===== src/rtl/daqhi_pkg.sv =====
// widths, coefficients and shared helpers of the daily aqhi engine
package daqhi_pkg;

	localparam int SAMPLE_W = 20;
	localparam int AVG_W = 19;
	localparam int SUM_W = 24;
	localparam int CNT_W = 5;
	localparam int HOUR_W = 5;
	localparam int MONTH_W = 4;
	localparam int IDX_W = 8;
	localparam int RISK_W = 2;
	localparam int NPOL = 3;
	localparam int HOURS_PER_DAY = 24;

	localparam logic [SAMPLE_W-1:0] MISSING_MARK = 20'd99990;

	// fixed point datapath widths
	localparam int FRAC_W = 24;
	localparam int K_W = 27;
	localparam int ARGP_W = AVG_W + K_W;
	localparam int ARG_SH = 16;
	localparam int X_W = 26;
	localparam int TERM_W = 26;
	localparam int TP_W = TERM_W + X_W;
	localparam int Y_W = TP_W - FRAC_W;
	localparam int RCP_W = 32;
	localparam int QP_W = Y_W + RCP_W;
	localparam int REM_W = 6;
	localparam int ESUM_W = 28;
	localparam int S_W = 30;
	localparam int F_W = 24;
	localparam int P_W = S_W + F_W;
	localparam int RND_POS = 40;
	localparam int N_TERMS = 20;

	localparam logic [ARGP_W-ARG_SH-1:0] ARG_CAP = (ARGP_W-ARG_SH)'(2) << FRAC_W;
	localparam logic [ESUM_W-1:0] ONE_Q24 = ESUM_W'(1) << FRAC_W;

	// exponent coefficients, k / 10 scaled by 2^40
	localparam logic [K_W-1:0] K_STD_O3 =
		K_W'((64'd537 * 64'd1099511627776 + 64'd5000000) / 64'd10000000);
	localparam logic [K_W-1:0] K_STD_NO2 =
		K_W'((64'd871 * 64'd1099511627776 + 64'd5000000) / 64'd10000000);
	localparam logic [K_W-1:0] K_STD_PM =
		K_W'((64'd487 * 64'd1099511627776 + 64'd5000000) / 64'd10000000);
	localparam logic [K_W-1:0] K_COOL_NO2 =
		K_W'((64'd457 * 64'd1099511627776 + 64'd5000000) / 64'd10000000);
	localparam logic [K_W-1:0] K_COOL_PM =
		K_W'((64'd462 * 64'd1099511627776 + 64'd5000000) / 64'd10000000);
	localparam logic [K_W-1:0] K_WARM_O3 =
		K_W'((64'd1040 * 64'd1099511627776 + 64'd5000000) / 64'd10000000);
	localparam logic [K_W-1:0] K_WARM_NO2 =
		K_W'((64'd1010 * 64'd1099511627776 + 64'd5000000) / 64'd10000000);
	localparam logic [K_W-1:0] K_WARM_PM =
		K_W'((64'd621 * 64'd1099511627776 + 64'd5000000) / 64'd10000000);

	// 1000 / divisor scaled by 2^16
	localparam logic [F_W-1:0] F_STD = F_W'((64'd655360000 + 64'd52) / 64'd104);
	localparam logic [F_W-1:0] F_COOL = F_W'((64'd6553600000 + 64'd321) / 64'd643);
	localparam logic [F_W-1:0] F_WARM = F_W'(64'd5120000);

	localparam logic [RISK_W-1:0] RISK_LOW = 2'd0;
	localparam logic [RISK_W-1:0] RISK_MODERATE = 2'd1;
	localparam logic [RISK_W-1:0] RISK_HIGH = 2'd2;
	localparam logic [RISK_W-1:0] RISK_VERY_HIGH = 2'd3;
	localparam logic [IDX_W-1:0] LIM_MODERATE = 8'd4;
	localparam logic [IDX_W-1:0] LIM_HIGH = 8'd7;
	localparam logic [IDX_W-1:0] LIM_VERY_HIGH = 8'd11;

	// floor((2^32 - 1) / n); a product with this is low by at most one
	function automatic logic [RCP_W-1:0] recip(input logic [4:0] n);
		logic [RCP_W-1:0] r;
		case (n)
			5'd1: r = 32'hFFFF_FFFF;
			5'd2: r = 32'hFFFF_FFFF / 32'd2;
			5'd3: r = 32'hFFFF_FFFF / 32'd3;
			5'd4: r = 32'hFFFF_FFFF / 32'd4;
			5'd5: r = 32'hFFFF_FFFF / 32'd5;
			5'd6: r = 32'hFFFF_FFFF / 32'd6;
			5'd7: r = 32'hFFFF_FFFF / 32'd7;
			5'd8: r = 32'hFFFF_FFFF / 32'd8;
			5'd9: r = 32'hFFFF_FFFF / 32'd9;
			5'd10: r = 32'hFFFF_FFFF / 32'd10;
			5'd11: r = 32'hFFFF_FFFF / 32'd11;
			5'd12: r = 32'hFFFF_FFFF / 32'd12;
			5'd13: r = 32'hFFFF_FFFF / 32'd13;
			5'd14: r = 32'hFFFF_FFFF / 32'd14;
			5'd15: r = 32'hFFFF_FFFF / 32'd15;
			5'd16: r = 32'hFFFF_FFFF / 32'd16;
			5'd17: r = 32'hFFFF_FFFF / 32'd17;
			5'd18: r = 32'hFFFF_FFFF / 32'd18;
			5'd19: r = 32'hFFFF_FFFF / 32'd19;
			5'd20: r = 32'hFFFF_FFFF / 32'd20;
			default: r = 32'hFFFF_FFFF;
		endcase
		return r;
	endfunction

endpackage


===== src/rtl/daqhi_div.sv =====
// restoring divider, one quotient bit per cycle, for the daily averages
module daqhi_div (
	input  logic clk,
	input  logic arst_n,
	input  logic start,
	input  logic [daqhi_pkg::SUM_W-1:0] dividend,
	input  logic [daqhi_pkg::CNT_W-1:0] divisor,
	output logic busy,
	output logic [daqhi_pkg::SUM_W-1:0] quotient
);
	import daqhi_pkg::*;

	localparam int STEP_W = $clog2(SUM_W + 1);

	logic [STEP_W-1:0] step_q;
	logic [CNT_W-1:0] den_q;
	logic [CNT_W-1:0] rem_q;
	logic [SUM_W-1:0] quo_q;
	logic [CNT_W:0] trial;
	logic fits;

	assign trial = {rem_q, quo_q[SUM_W-1]};
	assign fits = trial >= {1'b0, den_q};
	assign busy = step_q != '0;
	assign quotient = quo_q;

	always_ff @(posedge clk or negedge arst_n) begin
		if (!arst_n) begin
			step_q <= '0;
		end else if (start) begin
			step_q <= STEP_W'(SUM_W);
		end else if (busy) begin
			step_q <= step_q - 1'b1;
		end
	end

	// dividend shifts out at the top while quotient bits shift in below
	always_ff @(posedge clk) begin
		if (start) begin
			den_q <= divisor;
			rem_q <= '0;
			quo_q <= dividend;
		end else if (busy) begin
			rem_q <= fits ? CNT_W'(trial - {1'b0, den_q}) : trial[CNT_W-1:0];
			quo_q <= {quo_q[SUM_W-2:0], fits};
		end
	end

endmodule


===== config.mk =====
export PLATFORM = sky130hd
export DESIGN_NAME = daqhi_div
export DESIGN_NICKNAME = d
export VERILOG_FILES = /design/src/rtl/daqhi_pkg.sv /design/src/rtl/daqhi_div.sv
export SDC_FILE = /design/constraint.sdc
export NUM_CORES = 1
export LEC_CHECK = 0
export ABC_AREA = 0
export BUFFER_PORTS_ARGS = -buffer_cell sky130_fd_sc_hd__buf_2
export CAP_MARGIN = 20
export CELL_PAD_IN_SITES_DETAIL_PLACEMENT = 2
export CELL_PAD_IN_SITES_GLOBAL_PLACEMENT = 2
export CORE_ASPECT_RATIO = 1.5
export CORE_MARGIN = 5
export CORE_UTILIZATION = 33
export CTS_CLUSTER_DIAMETER = 50
export DETAILED_ROUTE_END_ITERATION = 16
export HOLD_SLACK_MARGIN = 0.15
export PLACE_DENSITY = 0.91
export SETUP_SLACK_MARGIN = 0.02
export SLEW_MARGIN = 20
export SYNTH_ARGS = -nofsm -noshare
export SYNTH_HDL_FRONTEND = slang
export SYNTH_SLANG_ARGS = --single-unit

===== constraint.sdc =====
create_clock -name clk -period 2.4 [get_ports clk]
set_input_delay 0 -clock clk [delete_from_list [all_inputs] [get_ports clk]]
set_output_delay 0 -clock clk [all_outputs]
set_load 0.02 [all_outputs]

==> flow_summary.ini <==
[timing]
timing.final.hold_violations = 0
max_clock_freq_mhz = 402
maxSlewViolCount = 0
worst_hold_slack_ns = 0.407
post-route-worst-setup-slack_ns = -0.0866
maxSlewHeadroom_pct = 69.6
fin_crit_sh_pct = 104
finalSetupViolations = 1
post-route-min-period_ns = 2.49
setup_tns_ns = -0.0866
clock-skew-final_ns = 0.0157
max_slew.worst_pin.slew_ns = 0.450

[setup_path]
critical_path.startpoint_type = flop
critical-path-max-stage-delay_ns = 0.45
worstPathCellList = inv_2, ha_4, inv_1, fa_2, buf_4, a21o_1, a211oi_1, nand2_1, a32o_1
cpMaxStageDelayCell = sky130_fd_sc_hd__edfxtp_1
critical_path_class = reg2reg
timing.reg2reg.worst_path_depth = 9
cp_top_family = compound AO/OA/AOI/OAI gates
rrSetupSlack_ns = -0.09
regToRegEndpoint = rem_q[4]
crit_fanout = 3
critical_path_rt_ns = 2.60
cp-startpoint = quotient[23]
path_buf_inv = 3
arrival_ns = 2.68
r2r-start = quotient[23]
crit_path_end_kind = flop

[placed_design]
dpl_hpwl_um = 4030
place_congestion = 0.789
place_area_um2 = 2220
portBuffers = 56
pre_cts_slack_ns = 0.00693

[synth]
post_synthesis_net_count = 175
synth_area_leaders = sky130_fd_sc_hd__edfxtp_1 47%, sky130_fd_sc_hd__mux2_2 15%, sky130_fd_sc_hd__dfrtp_1 6.8%
synth_enable_flop_cells = 29
synthCells = 136
synth_seq_cells = 39
yosysSeqAreaShare_pct = 59.4
postSynth.topFlopCell = sky130_fd_sc_hd__edfxtp_1
postSynth.asyncResetShare_pct = 12.8
synth_largest_area_cell = sky130_fd_sc_hd__edfxtp_1
netlist_area_um2 = 1840
synth.top_cell.area_share_pct = 47.2
postSynthAreaPerCell_um2 = 13.6
number_of_library_cell_types_mapped_by_synthesis = 33
synth-warning-count = 0

[floorplanning]
die_area_um2 = 7210
chipWidth_um = 71.0
core_area_um2 = 5450
ios = 57
initial_utilization_pct = 33.8
site_rows = 33
die_y_um = 102

[final_layout]
highest_count_cells_in_the_layout_ignoring_fill_and_taps = 56 x sky130_fd_sc_hd__buf_2, 32 x sky130_fd_sc_hd__dlygate4sd3_1, 29 x sky130_fd_sc_hd__edfxtp_1, 24 x sky130_fd_sc_hd__mux2_2
final_design_utilization_pct = 49.9
area_growth_pct = 47.4
finish.net_count = 273
num_antenna_cells = 0
final_area_um2 = 2720
most_common_library_cell_in_the_layout_ignoring_fill_and_taps = sky130_fd_sc_hd__buf_2
fill_cells = 547
final_layout_size_suffix_gt1_share_pct = 44.9

[clock_tree]
tritoncts_clock_tree = done
clk_latency_ns = 0.31
cts.htree.levels = 2
cts.root.buffer_cell = sky130_fd_sc_hd__clkbuf_8
clkSinkCount = 39
clock_tree.buffer_depth = 2
clkTransAtPathRegs_ns = 0.09
cts_inserted_buffers = 5

[global_route]
globalRouteOverflowTotal = 0
global_route_wire_length_before_repair_um = 11400
antenna_found_initial = 0
combined_global_route_utilization_of_all_metal_layers_pct = 21.7
grt_pass1_vias = 1908
grt_start_max_net_pins = 25

[detailed_routing]
detailedRoute.firstIterationViolations = 82
drt_pass_1_iters = 4
vias = 1595
drt-vias-per-instance = 5.25
post_drt_wl_per_cell_um = 24.6
postRouteAntennaNets = 0
postRouteWirelength_um = 7480
drc = 0

[min_path]
min-delay-path-class = in2reg
min_delay_worst_endpoint = den_q[3]
hold_start = divisor[3]
min_delay_path_depth = 2

[pwr]
power.leakage_uw = 0.00115
irDropWorstVdd_uv = 482
power_density_nw_per_um2 = 872

[run_status]
violations = setup timing
result_of_the_run = finished with violations

[job]
drv_cap = 0
-- synth_stat cells (all sizes together) (3+ instances only) --
| library cell | count |
|---|---|
| edfxtp | 29 |
| mux2 | 24 |
| inv | 10 |
| nor2 | 9 |
| clkbuf | 6 |
| ha | 6 |
| nand3b | 6 |
| dfrtp | 5 |
| dfxtp | 5 |
| a211oi | 4 |
| a21oi | 3 |
| nor3 | 3 |
-- registers in the layout, indices dropped and copies added, names as in the netlist --
name and flops:
rem_q 5, quotient 24, den_q 5, step_q 5
-- layer usage --
layer	global-route usage [%]	wire, µm	up-vias
met3	5.86	397	15
li1	-	-	704
met4	9.12	195	0
met1	23.5	2780	805
met5	0	0	-
met2	39.4	4110	71
-- timing repair --
action,4_1_cts,5_1_grt
buffers inserted,0,5
resized for setup,2,6
endpoints found under the hold margin,36,0
pin swaps,0,4
setup endpoints to repair,1,3
hold buffers,32,0
-- stage by stage --
step	power [µW]	cells
finish	2370	304
global route	2480	304
CTS	2210	299
detailed placement	1600	260
global placement	1530	260
floorplan	1350	136
-- worst max path at each step --
| stage | cells past startpoint | slack, ns | endpoint |
|---|---|---|---|
| after floorplan | 8 | 0.13 | quotient[0] |
| after global placement | 8 | 0.17 | quotient[0] |
| after detailed placement | 8 | 0.007 | quotient[0] |
| after CTS | 8 | 0.07 | quotient[0] |
| after global routing | 9 | -0.09 | rem_q[4] |
| final | 9 | -0.09 | rem_q[4] |
-- where the power goes --
group / internal, µW / switching, µW
clock: 304 / 258
combinational: 378 / 473
sequential: 850 / 106
total: 1530 / 837
-- final cells by class --
class                           instances  area, µm²  share of cell area [%]
Timing Repair Buffer                   97        668                    24.6
Tap cell                               70       87.6                    3.22
Multi-Input combinational cell         81        723                    26.6
Sequential cell                        39       1100                    40.3
Clock inverter                          2       37.5                    1.38
Inverter                               10       37.5                    1.38
Clock buffer                            5       68.8                    2.53
-- kinds of logic (layout without fill, tap and decap cells) --
group | after synthesis | after routing | share of synthesized area, %
fa+ha+maj | 7 | 7 | 5.16
xor+xnor | 2 | 2 | 0.950
flops | 39 | 39 | 59.4
mux | 24 | 24 | 14.7
buf+inv | 16 | 114 | 3.26
compound gates | 20 | 20 | 7.94
simple gates | 28 | 28 | 8.62
No activity file was read; power rests on OpenSTA's default activity.
